===== src/rtl/core/sopg_pkg.sv =====
package sopg_pkg;

  localparam int MaxPoints    = 64;
  localparam int CordicStages = 16;
  localparam int CntW         = 7;
  localparam int CorW         = 34;
  localparam int ZW           = 32;
  localparam int QW           = 32;

  localparam logic [CorW-1:0] KQ30       = CorW'(652032874);
  localparam logic [31:0]     HalfPiQ30  = 32'd1686629713;

  typedef enum logic [1:0] {
    TypeCircle = 2'd0,
    TypeSquare = 2'd1,
    TypeLine   = 2'd2,
    TypeBad    = 2'd3
  } req_type_e;

  // Arctangent table in Q30, indexed by rotation step; entries 0 to 23 are defined
  function automatic logic [ZW-1:0] atan_q30(input logic [4:0] idx);
    logic [ZW-1:0] v;
    case (idx)
      5'd0:  v = 32'd843314857;
      5'd1:  v = 32'd497837829;
      5'd2:  v = 32'd263043837;
      5'd3:  v = 32'd133525159;
      5'd4:  v = 32'd67021687;
      5'd5:  v = 32'd33543516;
      5'd6:  v = 32'd16775851;
      5'd7:  v = 32'd8388437;
      5'd8:  v = 32'd4194283;
      5'd9:  v = 32'd2097149;
      5'd10: v = 32'd1048576;
      5'd11: v = 32'd524288;
      5'd12: v = 32'd262144;
      5'd13: v = 32'd131072;
      5'd14: v = 32'd65536;
      5'd15: v = 32'd32768;
      5'd16: v = 32'd16384;
      5'd17: v = 32'd8192;
      5'd18: v = 32'd4096;
      5'd19: v = 32'd2048;
      5'd20: v = 32'd1024;
      5'd21: v = 32'd512;
      5'd22: v = 32'd256;
      5'd23: v = 32'd128;
      default: v = '0;
    endcase
    return v;
  endfunction

  // Saturate a wide signed value to 16 bits
  function automatic logic [15:0] sat16(input logic signed [39:0] v);
    logic [15:0] r;
    if (v > 40'sd32767)       r = 16'h7fff;
    else if (v < -40'sd32768) r = 16'h8000;
    else                      r = v[15:0];
    return r;
  endfunction

endpackage


===== src/rtl/core/shape_outline_point_generator.sv =====
// Sequence: a circle point takes one serial division and one CORDIC rotation,
// a square or line point two serial divisions; a rejected request is answered
// from the check state without any division.
// Flow: one request at a time; each further point repeats the same steps,
// and any output stall holds it back.
// Reset: rst_ni clears the sequencer and output valid; no data is cleared.
module shape_outline_point_generator
  import sopg_pkg::*;
(
  input  logic        clk_i,
  input  logic        rst_ni,
  input  logic        s_axis_tvalid,
  output logic        s_axis_tready,
  // req_type[1:0], pos_x[17:2], pos_y[33:18], end_x[49:34], end_y[65:50],
  // size[80:66], count[87:81]
  input  logic [87:0] s_axis_tdata,
  output logic        m_axis_tvalid,
  input  logic        m_axis_tready,
  // point_x[15:0], point_y[31:16]
  output logic [31:0] m_axis_tdata,
  output logic        m_axis_tuser,  // error
  output logic        m_axis_tlast
);

  typedef enum logic [3:0] {
    StIdle, StCheck, StDivA, StWaitA, StCord, StWaitC,
    StDivX, StWaitX, StDivY, StWaitY, StEmit, StOut
  } state_e;

  state_e state_q;
  logic [1:0]         typ_q;
  logic signed [15:0] px_q, py_q, ex_q, ey_q;
  logic [14:0]        sz_q;
  logic [CntW-1:0]    n_q, k_q;
  logic [1:0]         e_q;
  logic [6:0]         idx_q, total_q;
  logic signed [39:0] ox_q, oy_q;
  logic [1:0]         quad_q;
  logic               neg_q, sel_y_q;
  logic [QW-1:0]      div_num_q, div_den_q;
  logic               div_go_q, cor_go_q;
  logic [15:0]        outx_q, outy_q;
  logic               oerr_q, olast_q, ovalid_q;
  logic signed [CorW-1:0] x0_q;
  logic signed [ZW-1:0]   z0_q;

  logic          div_done, cor_done;
  logic [QW-1:0] quo, rem;
  logic signed [CorW-1:0] cx, cy;

  sopg_div u_div (
    .clk_i, .rst_ni, .start_i(div_go_q), .num_i(div_num_q), .den_i(div_den_q),
    .done_o(div_done), .quo_o(quo), .rem_o(rem)
  );

  sopg_cordic u_cordic (
    .clk_i, .rst_ni, .start_i(cor_go_q), .x0_i(x0_q), .z0_i(z0_q),
    .done_o(cor_done), .x_o(cx), .y_o(cy)
  );

  // Numerator for square and line: offset scaled by 2n or by n
  logic signed [39:0] num_x, num_y, den_s;
  logic signed [39:0] half, step, dlx, dly;
  logic signed [15:0] cr, sr;
  logic signed [39:0] qsig;
  logic [QW-1:0]      absn;
  logic [21:0]        ang_r;
  logic [53:0]        zprod;

  assign half  = 40'($signed({1'b0, n_q})) * 40'($signed({1'b0, sz_q}));
  assign step  = 40'($signed({1'b0, k_q})) * 40'($signed({1'b0, sz_q})) * 40'sd2;
  assign dlx   = 40'($signed({1'b0, k_q})) * (40'(ex_q) - 40'(px_q));
  assign dly   = 40'($signed({1'b0, k_q})) * (40'(ey_q) - 40'(py_q));
  assign ang_r = quo[21:0];
  assign zprod = 54'(ang_r) * 54'(HalfPiQ30);
  assign cr    = 16'((cx + CorW'(32768)) >>> 16);
  assign sr    = 16'((cy + CorW'(32768)) >>> 16);

  always_comb begin
    num_x = '0;
    num_y = '0;
    den_s = 40'($signed({1'b0, n_q}));
    if (typ_q == TypeSquare) begin
      den_s = 40'($signed({1'b0, n_q})) * 40'sd2;
      case (e_q)
        2'd0:    begin num_x = half - step;  num_y = half;         end
        2'd1:    begin num_x = -half;        num_y = half - step;  end
        2'd2:    begin num_x = -half + step; num_y = -half;        end
        default: begin num_x = half;         num_y = -half + step; end
      endcase
    end else begin
      num_x = dlx;
      num_y = dly;
    end
  end

  // Floor of (2m + d) / 2d via magnitude division and sign fix-up
  logic signed [39:0] rnd_num;
  assign rnd_num = 40'sd2 * (sel_y_q ? num_y : num_x) + den_s;
  assign absn    = rnd_num[39] ? QW'(-rnd_num) : QW'(rnd_num);
  assign qsig    = neg_q ? ((rem != '0) ? -40'(quo) - 40'sd1 : -40'(quo)) : 40'(quo);

  logic bad;
  always_comb begin
    case (typ_q)
      TypeCircle: bad = (n_q < 7'd2) || (n_q > 7'(MaxPoints));
      TypeSquare: bad = (n_q < 7'd4) || ({n_q, 2'b00} > 9'(MaxPoints));
      TypeLine:   bad = (n_q < 7'd1) || (n_q > 7'(MaxPoints));
      default:    bad = 1'b1;
    endcase
  end

  logic               hold;
  assign hold = ovalid_q && !m_axis_tready;

  always_ff @(posedge clk_i or negedge rst_ni) begin
    if (!rst_ni) begin
      state_q  <= StIdle;
      ovalid_q <= 1'b0;
      div_go_q <= 1'b0;
      cor_go_q <= 1'b0;
    end else begin
      div_go_q <= 1'b0;
      cor_go_q <= 1'b0;
      if (ovalid_q && m_axis_tready) ovalid_q <= 1'b0;
      case (state_q)
        StIdle: if (s_axis_tvalid) begin
          typ_q   <= s_axis_tdata[1:0];
          px_q    <= s_axis_tdata[17:2];
          py_q    <= s_axis_tdata[33:18];
          ex_q    <= s_axis_tdata[49:34];
          ey_q    <= s_axis_tdata[65:50];
          sz_q    <= s_axis_tdata[80:66];
          n_q     <= s_axis_tdata[87:81];
          k_q     <= '0;
          e_q     <= '0;
          idx_q   <= '0;
          sel_y_q <= 1'b0;
          state_q <= StCheck;
        end
        StCheck: if (!hold) begin
          if (bad) begin
            outx_q   <= '0;
            outy_q   <= '0;
            oerr_q   <= 1'b1;
            olast_q  <= 1'b1;
            ovalid_q <= 1'b1;
            state_q  <= StIdle;
          end else begin
            total_q <= (typ_q == TypeSquare) ? {n_q[4:0], 2'b00} : n_q;
            state_q <= (typ_q == TypeCircle) ? StDivA : StDivX;
          end
        end
        // Angle fraction: k * 2^24 / n
        StDivA: begin
          div_num_q <= QW'({k_q, 24'b0});
          div_den_q <= QW'(n_q);
          div_go_q  <= 1'b1;
          state_q   <= StWaitA;
        end
        StWaitA: if (div_done) begin
          quad_q  <= quo[23:22];
          state_q <= StCord;
        end
        StCord: begin
          z0_q     <= ZW'(zprod >> 22);
          x0_q     <= CorW'((48'(sz_q) * 48'(KQ30)) >> 14);
          cor_go_q <= 1'b1;
          state_q  <= StWaitC;
        end
        StWaitC: if (cor_done) begin
          case (quad_q)
            2'd0:    begin ox_q <= 40'(cr);  oy_q <= 40'(sr);  end
            2'd1:    begin ox_q <= -40'(sr); oy_q <= 40'(cr);  end
            2'd2:    begin ox_q <= -40'(cr); oy_q <= -40'(sr); end
            default: begin ox_q <= 40'(sr);  oy_q <= -40'(cr); end
          endcase
          state_q <= StEmit;
        end
        // Launch the x division, keep the numerator sign
        StDivX: begin
          div_num_q <= absn;
          div_den_q <= QW'(den_s * 40'sd2);
          div_go_q  <= 1'b1;
          neg_q     <= rnd_num[39];
          state_q   <= StWaitX;
        end
        StWaitX: if (div_done) begin
          ox_q    <= qsig;
          sel_y_q <= 1'b1;
          state_q <= StDivY;
        end
        StDivY: begin
          div_num_q <= absn;
          div_den_q <= QW'(den_s * 40'sd2);
          div_go_q  <= 1'b1;
          neg_q     <= rnd_num[39];
          sel_y_q   <= 1'b0;
          state_q   <= StWaitY;
        end
        StWaitY: if (div_done) begin
          oy_q    <= qsig;
          state_q <= StEmit;
        end
        StEmit: if (!hold) begin
          outx_q   <= sat16(40'(px_q) + ox_q);
          outy_q   <= sat16(40'(py_q) + oy_q);
          oerr_q   <= 1'b0;
          olast_q  <= (idx_q == total_q - 7'd1);
          ovalid_q <= 1'b1;
          state_q  <= StOut;
        end
        StOut: begin
          idx_q <= idx_q + 7'd1;
          if (idx_q == total_q - 7'd1) begin
            state_q <= StIdle;
          end else begin
            if (k_q == n_q - 7'd1) begin
              k_q <= '0;
              e_q <= e_q + 2'd1;
            end else begin
              k_q <= k_q + 7'd1;
            end
            state_q <= (typ_q == TypeCircle) ? StDivA : StDivX;
          end
        end
        default: state_q <= StIdle;
      endcase
    end
  end

  assign s_axis_tready = (state_q == StIdle);
  assign m_axis_tvalid = ovalid_q;
  assign m_axis_tdata  = {outy_q, outx_q};
  assign m_axis_tuser  = oerr_q;
  assign m_axis_tlast  = olast_q;

  // Output payload holds while stalled
  assert property (@(posedge clk_i) disable iff (!rst_ni)
    $past(m_axis_tvalid && !m_axis_tready) |-> $stable(m_axis_tdata))
    else $error("output changed under stall");
  // Error results always end their request
  assert property (@(posedge clk_i) disable iff (!rst_ni)
    (m_axis_tvalid && m_axis_tuser) |-> m_axis_tlast)
    else $error("error without last");
  // Divider and CORDIC never started together
  assert property (@(posedge clk_i) disable iff (!rst_ni)
    !(div_go_q && cor_go_q))
    else $error("units started together");

endmodule


===== src/rtl/core/sopg_div.sv =====
// Bit-serial restoring divider: unsigned numerator over unsigned divisor.
module sopg_div
  import sopg_pkg::*;
(
  input  logic          clk_i,
  input  logic          rst_ni,
  input  logic          start_i,
  input  logic [QW-1:0] num_i,
  input  logic [QW-1:0] den_i,
  output logic          done_o,
  output logic [QW-1:0] quo_o,
  output logic [QW-1:0] rem_o
);

  logic [QW-1:0] quo_q, rem_q, den_q;
  logic [5:0]    cnt_q;
  logic          busy_q, done_q;
  logic [QW:0]   trial;

  assign trial = {rem_q, quo_q[QW-1]} - {1'b0, den_q};

  // Shift one quotient bit per cycle
  always_ff @(posedge clk_i or negedge rst_ni) begin
    if (!rst_ni) begin
      busy_q <= 1'b0;
      done_q <= 1'b0;
      cnt_q  <= '0;
    end else begin
      done_q <= 1'b0;
      if (start_i) begin
        busy_q <= 1'b1;
        cnt_q  <= '0;
      end else if (busy_q) begin
        cnt_q <= cnt_q + 6'd1;
        if (cnt_q == 6'(QW - 1)) begin
          busy_q <= 1'b0;
          done_q <= 1'b1;
        end
      end
    end
  end

  always_ff @(posedge clk_i) begin
    if (start_i) begin
      quo_q <= num_i;
      rem_q <= '0;
      den_q <= den_i;
    end else if (busy_q) begin
      if (!trial[QW]) begin
        rem_q <= trial[QW-1:0];
        quo_q <= {quo_q[QW-2:0], 1'b1};
      end else begin
        rem_q <= {rem_q[QW-2:0], quo_q[QW-1]};
        quo_q <= {quo_q[QW-2:0], 1'b0};
      end
    end
  end

  assign done_o = done_q;
  assign quo_o  = quo_q;
  assign rem_o  = rem_q;

endmodule


===== src/rtl/core/sopg_cordic.sv =====
// Rotation-mode CORDIC, one stage per cycle on one shared set of x, y and z adders.
module sopg_cordic
  import sopg_pkg::*;
(
  input  logic                   clk_i,
  input  logic                   rst_ni,
  input  logic                   start_i,
  input  logic signed [CorW-1:0] x0_i,
  input  logic signed [ZW-1:0]   z0_i,
  output logic                   done_o,
  output logic signed [CorW-1:0] x_o,
  output logic signed [CorW-1:0] y_o
);

  logic signed [CorW-1:0] x_q, y_q;
  logic signed [ZW-1:0]   z_q;
  logic [4:0]             i_q;
  logic                   busy_q, done_q;
  logic signed [CorW-1:0] dx, dy;

  assign dx = y_q >>> i_q;
  assign dy = x_q >>> i_q;

  always_ff @(posedge clk_i or negedge rst_ni) begin
    if (!rst_ni) begin
      busy_q <= 1'b0;
      done_q <= 1'b0;
      i_q    <= '0;
    end else begin
      done_q <= 1'b0;
      if (start_i) begin
        busy_q <= 1'b1;
        i_q    <= '0;
      end else if (busy_q) begin
        i_q <= i_q + 5'd1;
        if (i_q == 5'(CordicStages - 1)) begin
          busy_q <= 1'b0;
          done_q <= 1'b1;
        end
      end
    end
  end

  // Rotate toward zero residual angle
  always_ff @(posedge clk_i) begin
    if (start_i) begin
      x_q <= x0_i;
      y_q <= '0;
      z_q <= z0_i;
    end else if (busy_q) begin
      if (!z_q[ZW-1]) begin
        x_q <= x_q - dx;
        y_q <= y_q + dy;
        z_q <= z_q - $signed(atan_q30(i_q));
      end else begin
        x_q <= x_q + dx;
        y_q <= y_q - dy;
        z_q <= z_q + $signed(atan_q30(i_q));
      end
    end
  end

  assign done_o = done_q;
  assign x_o    = x_q;
  assign y_o    = y_q;

endmodule


===== config.mk =====
export PLATFORM = sky130hd
export DESIGN_NAME = shape_outline_point_generator
export DESIGN_NICKNAME = d
export VERILOG_FILES = /design/src/rtl/core/sopg_pkg.sv /design/src/rtl/core/shape_outline_point_generator.sv /design/src/rtl/core/sopg_div.sv /design/src/rtl/core/sopg_cordic.sv
export SDC_FILE = /design/constraint.sdc
export NUM_CORES = 2
export LEC_CHECK = 0
export BUFFER_PORTS_ARGS = -buffer_cell sky130_fd_sc_hd__buf_4
export CAP_MARGIN = 20
export CORE_MARGIN = 2
export CORE_UTILIZATION = 60
export CTS_CLUSTER_DIAMETER = 30
export DETAILED_ROUTE_END_ITERATION = 10
export PLACE_DENSITY = 0.83
export SYNTH_ARGS = -nofsm -noshare
export SYNTH_HDL_FRONTEND = slang
export SYNTH_SLANG_ARGS = --single-unit

===== constraint.sdc =====
create_clock -name clk_i -period 10.7 [get_ports clk_i]
set_input_delay 1.07 -clock clk_i [delete_from_list [all_inputs] [get_ports clk_i]]
set_output_delay 1.07 -clock clk_i [all_outputs]
set_load 0.05 [all_outputs]

* Word-level counts from Yosys, hierarchy flattened
Memories as Yosys holds them, arrays and structs flattened. Cells that the tools add are included.
Word-level totals: bits in writable memories 0, memory bits (read-only) 1920, bits in registers 573, output and inout port bits 36, memories kept 2, word-level logic and storage cells 258, bits of input ports 92, latch bits 0
Memory list:
- (no name shown) | depth 32, bits a word 30, rd ports 1, clocked after Yosys merged registers in 0, write ports 0, RTL line sopg_pkg.sv:23 | case (idx)
- (no name shown) | depth 32, bits a word 30, rd ports 1, clocked after Yosys merged registers in 0, write ports 0, RTL line sopg_pkg.sv:23
Cells by class: divide/modulo/power cells 0, shifts and indexed selects 2, $mul 6, add/sub/neg operators 29, equality and inequality tests 31, bitwise operators 2, magnitude comparators 9, reduce and logical (&&, ||, !) cells 35, mux-type cells 99
Operator list (count):
- 32-bit 2-to-1 mux | 12
- 40-bit one-hot mux with 3 select lines | 2
- 39-bit one-hot mux with 3 select lines | 2
- 40-bit 2-to-1 mux | 5
- 40-bit one-hot mux with 2 select lines | 2
- 16-bit 2-to-1 mux | 8
- 32-bit one-hot mux with 2 select lines | 2
- 39-bit 2-to-1 mux | 3
- 34-bit 2-to-1 mux | 3
- 16-bit by 40-bit adder with 40-bit output | 2
- 40-bit by 16-bit greater-than comparator with 1-bit output (second input constant) | 2
- 40-bit by 16-bit < comparator with 1-bit output (second input constant) | 2
- 16-bit negation with 40-bit output | 2
- 34-bit adder | 2
- 34-bit by 5-bit >>> shifter with 34-bit output | 2
- 34-bit subtractor | 2
- 32-bit by 17-bit adder with 32-bit output (second input constant) | 2
- 16-bit one-hot mux with 2 select lines | 2
- 31-bit 2-to-1 mux | 2
- 22-bit by 31-bit multiplier with 53-bit output (second input constant) | 1
- 8-bit by 17-bit multiplier with 25-bit output | 2
- 4-bit one-hot mux with 12 select lines | 1
- 15-bit by 29-bit multiplier with 44-bit output (second input constant) | 1
- 7-bit by 15-bit multiplier with 22-bit output | 2
- other kinds (60) | 147

* Logic depth before layout (Yosys ltp)
word-level depth 10, gate-level depth with buffers 45

* Hierarchy
From an unflattened synthesis, not the netlist that was laid out.
Second synthesis, totals: cell total of the unflattened synthesis 9299, area, all modules 83033.4 um^2
By module, submodules not included:
- shape_outline_point_generator | area each 61179.9 um^2, cells an instance 6799, instances 1
- sopg_cordic | area each 15707.6 um^2, cells an instance 1894, instances 1
- sopg_div | area each 6145.9 um^2, cells an instance 606, instances 1

* Worst setup path before layout
OpenSTA, ideal clock, no wires.
kind reg-to-reg, start register ey_q[0], end register div_num_q[25], data pin, stages on the path, launching flop included 41, data arrival time 9.000 ns, required time 10.440 ns, path slack 1.441 ns, clock period less this slack 9.259 ns, path buffers 0, library setup time 0.260 ns, cells stage by stage edfxtp_1 > inv_1 > ha_1 > inv_1 > fa_1 > a21o_1 > a21oi_1 > o21ai_0 > a21oi_1 > o21ai_0 > a21oi_1 > o21ai_0 > a21oi_1 > o21ai_0 > a21oi_1 > o21ai_0 > a21oi_1 > o21ai_0 > (+5 left out) > inv_1 > fa_1 > inv_1 > fa_1 > ha_1 > nand2_1 > or4_1 > and2_1 > mux2_2 > a211oi_1 > o2bb2ai_1 > a211oi_1 > o211a_1 > or4b_4 > and2_1 > nor4_1 > nand4b_1 > nand3_1
Between the ends: longest elaborated chain between the ends 8
RTL lines:
- start, declared | RTL line shape_outline_point_generator.sv:32 | logic signed [15:0] px_q, py_q, ex_q, ey_q;
- start signal, assigned | RTL line shape_outline_point_generator.sv:132 | ey_q <= s_axis_tdata[65:50];
- 16-bit by 16-bit subtractor with 17-bit output (*) | RTL line shape_outline_point_generator.sv:73 | assign dly = 40'($signed({1'b0, k_q})) * (40'(ey_q) - 40'(py_q));
- 8-bit by 17-bit multiplier with 25-bit output (*) | RTL line shape_outline_point_generator.sv:73
- 39-bit 2-to-1 mux (*) | RTL line shape_outline_point_generator.sv:83 | if (typ_q == TypeSquare) begin
- 39-bit 2-to-1 mux (*) | RTL line shape_outline_point_generator.sv:99 | assign rnd_num = 40'sd2 * (sel_y_q ? num_y : num_x) + den_s;
- 40-bit by 9-bit adder with 40-bit output (*) | RTL line shape_outline_point_generator.sv:99
- 32-bit negation | RTL line shape_outline_point_generator.sv:100 | assign absn = rnd_num[39] ? QW'(-rnd_num) : QW'(rnd_num);
- 32-bit 2-to-1 mux (*) | RTL line shape_outline_point_generator.sv:100
- 32-bit one-hot mux with 2 select lines (*) | RTL line shape_outline_point_generator.sv:126 | case (state_q)
- end signal, assigned | RTL line shape_outline_point_generator.sv:156 | div_num_q <= QW'({k_q, 24'b0});
- end signal, assigned | RTL line shape_outline_point_generator.sv:182 | div_num_q <= absn;
- end signal, assigned | RTL line shape_outline_point_generator.sv:194 | div_num_q <= absn;
- end, declared | RTL line shape_outline_point_generator.sv:40 | logic [QW-1:0] div_num_q, div_den_q;
Mark *: on every way between the ends. The rest lies on a longest branch, timed or not. A chain may end at the register's enable or synchronous reset.

* Worst setup path after layout
start register n_q[4], end register div_num_q[26], data pin
Between the ends: longest elaborated chain between the ends 10, elaborated cells between the ends (all ways) 14, those cells by class add/sub: 5; mul: 1; mux: 8
RTL lines:
- start, declared | RTL line shape_outline_point_generator.sv:34 | logic [CntW-1:0] n_q, k_q;
- start signal, assigned | RTL line shape_outline_point_generator.sv:134 | n_q <= s_axis_tdata[87:81];
- 7-bit by 15-bit multiplier with 22-bit output | RTL line shape_outline_point_generator.sv:70 | assign half = 40'($signed({1'b0, n_q})) * 40'($signed({1'b0, sz_q}));
- 22-bit negation with 39-bit output | RTL line shape_outline_point_generator.sv:87, shape_outline_point_generator.sv:88, shape_outline_point_generator.sv:89
- 39-bit by 24-bit adder with 39-bit output | RTL line shape_outline_point_generator.sv:88, shape_outline_point_generator.sv:89
- 39-bit one-hot mux with 3 select lines | RTL line shape_outline_point_generator.sv:85 | case (e_q)
- 39-bit 2-to-1 mux | RTL line shape_outline_point_generator.sv:83
- 39-bit 2-to-1 mux | RTL line shape_outline_point_generator.sv:99
- 40-bit by 9-bit adder with 40-bit output (*) | RTL line shape_outline_point_generator.sv:99
- 32-bit negation | RTL line shape_outline_point_generator.sv:100
- 32-bit 2-to-1 mux (*) | RTL line shape_outline_point_generator.sv:100
- 32-bit one-hot mux with 2 select lines (*) | RTL line shape_outline_point_generator.sv:126
Marks and branches as above.

==> impl_metrics.csv <==
group,metric,value,unit
status,status,"completed",
die,boundaryPins,128,
global_routing,grt_overflow,0,
die,dieArea,136000,µm²
global_routing,grt_max_degree,101,
critical_path,critPathArrivalTime,10.63,ns
logic_synthesis,ys.flop_type,"edfxtp_1",
global_routing,antenna_found_initial,9,
placed_design,port_buffers,127,
clock_tree,cts.htree.levels,3,
sta,fin_crit,10.16,ns
die,die_x,369,µm
critical_path,cp_max_fo,22,
logic_synthesis,synthArstFlopShare,4.17,%
drt,first_pass_iters,8,
drt,drc,0,
drt,wl_per_cell,21.8,µm
clock_tree,cts_root_buffer,"clkbuf_16",
critical_path,crit_slowest_cell,"edfxtp_1",
clock_tree,cts_buffer_depth,3,
logic_synthesis,synth_area_per_cell,8.96,µm²
clock_tree,cts_tree,"done",
sta,setup_violations,0,
clock_tree,clk_latency,0.76,ns
global_routing,grt_pass1_vias,67724,
layout,fillers,10413,
logic_synthesis,synth_area_leaders,"fa_1 (18%), edfxtp_1 (17%), ha_1 (14%), inv_1 (5.4%), xnor2_1 (3.7%)",
worst_hold_path,hp-class,"in -> async",
clock_tree,cts_buffers,117,
logic_synthesis,synth_edf_count,439,
logic_synthesis,synth_top_area_share,17.9,%
layout,layout_commonest_cell,"inv_1",
sta,drv_slew,0,
run,cap_violations,0,
logic_synthesis,ys_warn_count,0,
logic_synthesis,ys_seq_area_share,18.8,%
clock_tree,holdBufCountCts,0,
logic_synthesis,synth.ff_latch_count,527,
critical_path,reg2reg_depth,31,
die,std_cell_rows,133,
drt,vias,67965,
logic_synthesis,netlist_area,79900,µm²
placed_design,pre_cts_slack,0.509,ns
sta,finalHoldViolations,0,
logic_synthesis,synth_nets,10597,
logic_synthesis,synth_cells,8912,
layout,area_growth_syn_to_layout,8.77,%
drt,drt_iter0_drc,7806,
layout,fin_nets,10606,
sta,clock-skew-final,0.0346,ns
layout,post-route-util,65.9,%
sta,max_slew_margin,24.0,%
drt,final_antenna_net_count,0,
drt,routed_via_density,6.30,
layout,drive_gt1_share,8.36,%
placed_design,post-dp-hpwl,184,mm
critical_path,cp-end-kind,"register",
sta,min_period_over_period,95.0,%
critical_path,critPathRequiredTime,11.17,ns
global_routing,grt_use_total,34.4,%
clock_tree,clkSinkCount,527,
logic_synthesis,ys_types,138,
die,die-height,369,µm
critical_path,cp-start-kind,"register",
layout,layout_common_cells,"inv_1 (1145), ha_1 (877), nand2_1 (763), fa_1 (716), nor2_1 (589)",
critical_path,path_class,"reg -> reg",
sta,tightest_slew,1.14,ns
sta,tns,0,ns
die,core_area,132000,µm²
die,start_util,60.6,%
logic_synthesis,yosys.area.top_type,"fa_1",
placed_design,gp_congestion,1.03,
global_routing,grt_pass1_wl,371,mm
critical_path,cp_slowest_stage_delay,0.84,ns
clock_tree,clk_pin_slew,0.05,ns
drt,drt-total-wl,235,mm
sta,fin_ws,0.540,ns
sta,fmax,98.4,MHz
-- final timing paths --
| path | to | from | slack, ns |
|---|---|---|---|
| min | u_cordic.i_q[0]$_DFFE_PN0P_ | rst_ni | 0.34 |
| max | div_num_q[26]$_DFFE_PP_ | n_q[4]$_DFFE_PP_ | 0.54 |
| min reg2reg | u_div.den_q[1]$_DFFE_PP_ | div_den_q[1]$_DFFE_PP_ | 0.42 |
| max reg2reg | div_num_q[26]$_DFFE_PP_ | n_q[4]$_DFFE_PP_ | 0.54 |
| min in group clk_i | u_div.den_q[1]$_DFFE_PP_ | div_den_q[1]$_DFFE_PP_ | 0.42 |
| max in group asynchronous | cor_go_q$_DFF_PN0_ | rst_ni | 9.87 |
-- cell usage after synthesis (46+ instances only) --
master,n
dfxtp_1,66
o31ai_1,49
inv_1,1146
nand2_1,763
fa_1,716
nand2b_1,70
o21ai_0,461
and3_1,82
a211oi_1,114
nor2_1,593
and2_1,318
mux2i_1,77
or3_1,68
edfxtp_1,439
xnor2_1,341
clkbuf_1,270
mux2_2,46
a21o_1,134
nor4_1,46
o21a_1,88
a31oi_1,85
mux4_2,96
xor2_1,234
a21oi_1,455
ha_1,877
nor2b_1,93
o211ai_1,61
nor3_1,172
nand3_1,168
-- state kept, by name, summed over array words and instances (netlist names), 31 cells and up --
register	cells
ox_q	40
x0_q	31
u_div.quo_o	32
u_div.rem_o	32
u_cordic.y_o	34
oy_q	40
div_num_q	32
u_cordic.x_o	34
u_cordic.z_q	32
z0_q	31
-- metal layers --
| metal | global-route usage (%) | vias up | wire length [µm] |
|---|---|---|---|
| met5 | 0 | - | 69 |
| met4 | 19.4 | 10 | 14500 |
| met3 | 5.97 | 696 | 21000 |
| met2 | 54.1 | 3365 | 106000 |
| met1 | 45.1 | 32925 | 93900 |
| li1 | - | 30969 | - |
-- cell families (layout without fill, tap and decap cells) --
logic type / count (synthesis) / count (layout) / synth area share (%)
simple gates: 2588 / 2588 / 16.0
compound gates: 1896 / 1896 / 15.6
fa+ha+maj: 1593 / 1593 / 31.7
buf+inv: 1510 / 1622 / 7.21
xor+xnor: 577 / 577 / 6.37
flops: 527 / 527 / 18.8
mux: 220 / 220 / 4.33
other cells: 1 / 4 / 0.00469
-- through the flow --
stage / instance area [µm²] / hold slack [ns] / std cells
5_1_grt: 86900 / 0.357 / 10781
3_5_place_dp: 82500 / 0.405 / 10546
2_1_floorplan: 79900 / 0.400 / 8912
4_1_cts: 86600 / 0.310 / 10768
6_report: 86900 / 0.339 / 10782
3_3_place_gp: 82500 / 0.402 / 10546
-- cell type report --
| class | count | area [µm²] | share of cell area [%] |
|---|---|---|---|
| multi-input combinational | 6875 | 59200 | 68.1 |
| sequential | 527 | 15100 | 17.3 |
| inverter | 1157 | 4340 | 5.00 |
| clock buffer | 139 | 3130 | 3.61 |
| tap | 1755 | 2200 | 2.53 |
| timing repair buffer | 243 | 1890 | 2.17 |
| clock inverter | 83 | 1050 | 1.20 |
| antenna | 3 | 7.51 | 0.00864 |
-- worst max-delay path, delay by kind of cell, from the launching register on --
kind	cells	cell delay, ns
compound gates	14	3.32
xor+xnor	1	0.17
flops	1	0.84
buf+inv	4	0.26
fa+ha+maj	6	2.80
simple gates	6	2.46
-- what timing repair did --
| action | CTS | global route |
|---|---|---|
| gates resized for setup | 0 | 22 |
| endpoints found under the setup margin | 0 | 30 |
| setup buffers | 0 | 5 |
Power is not shown: default switching activity piles up to over one toggle a cycle in this logic, so the estimate is an artifact.
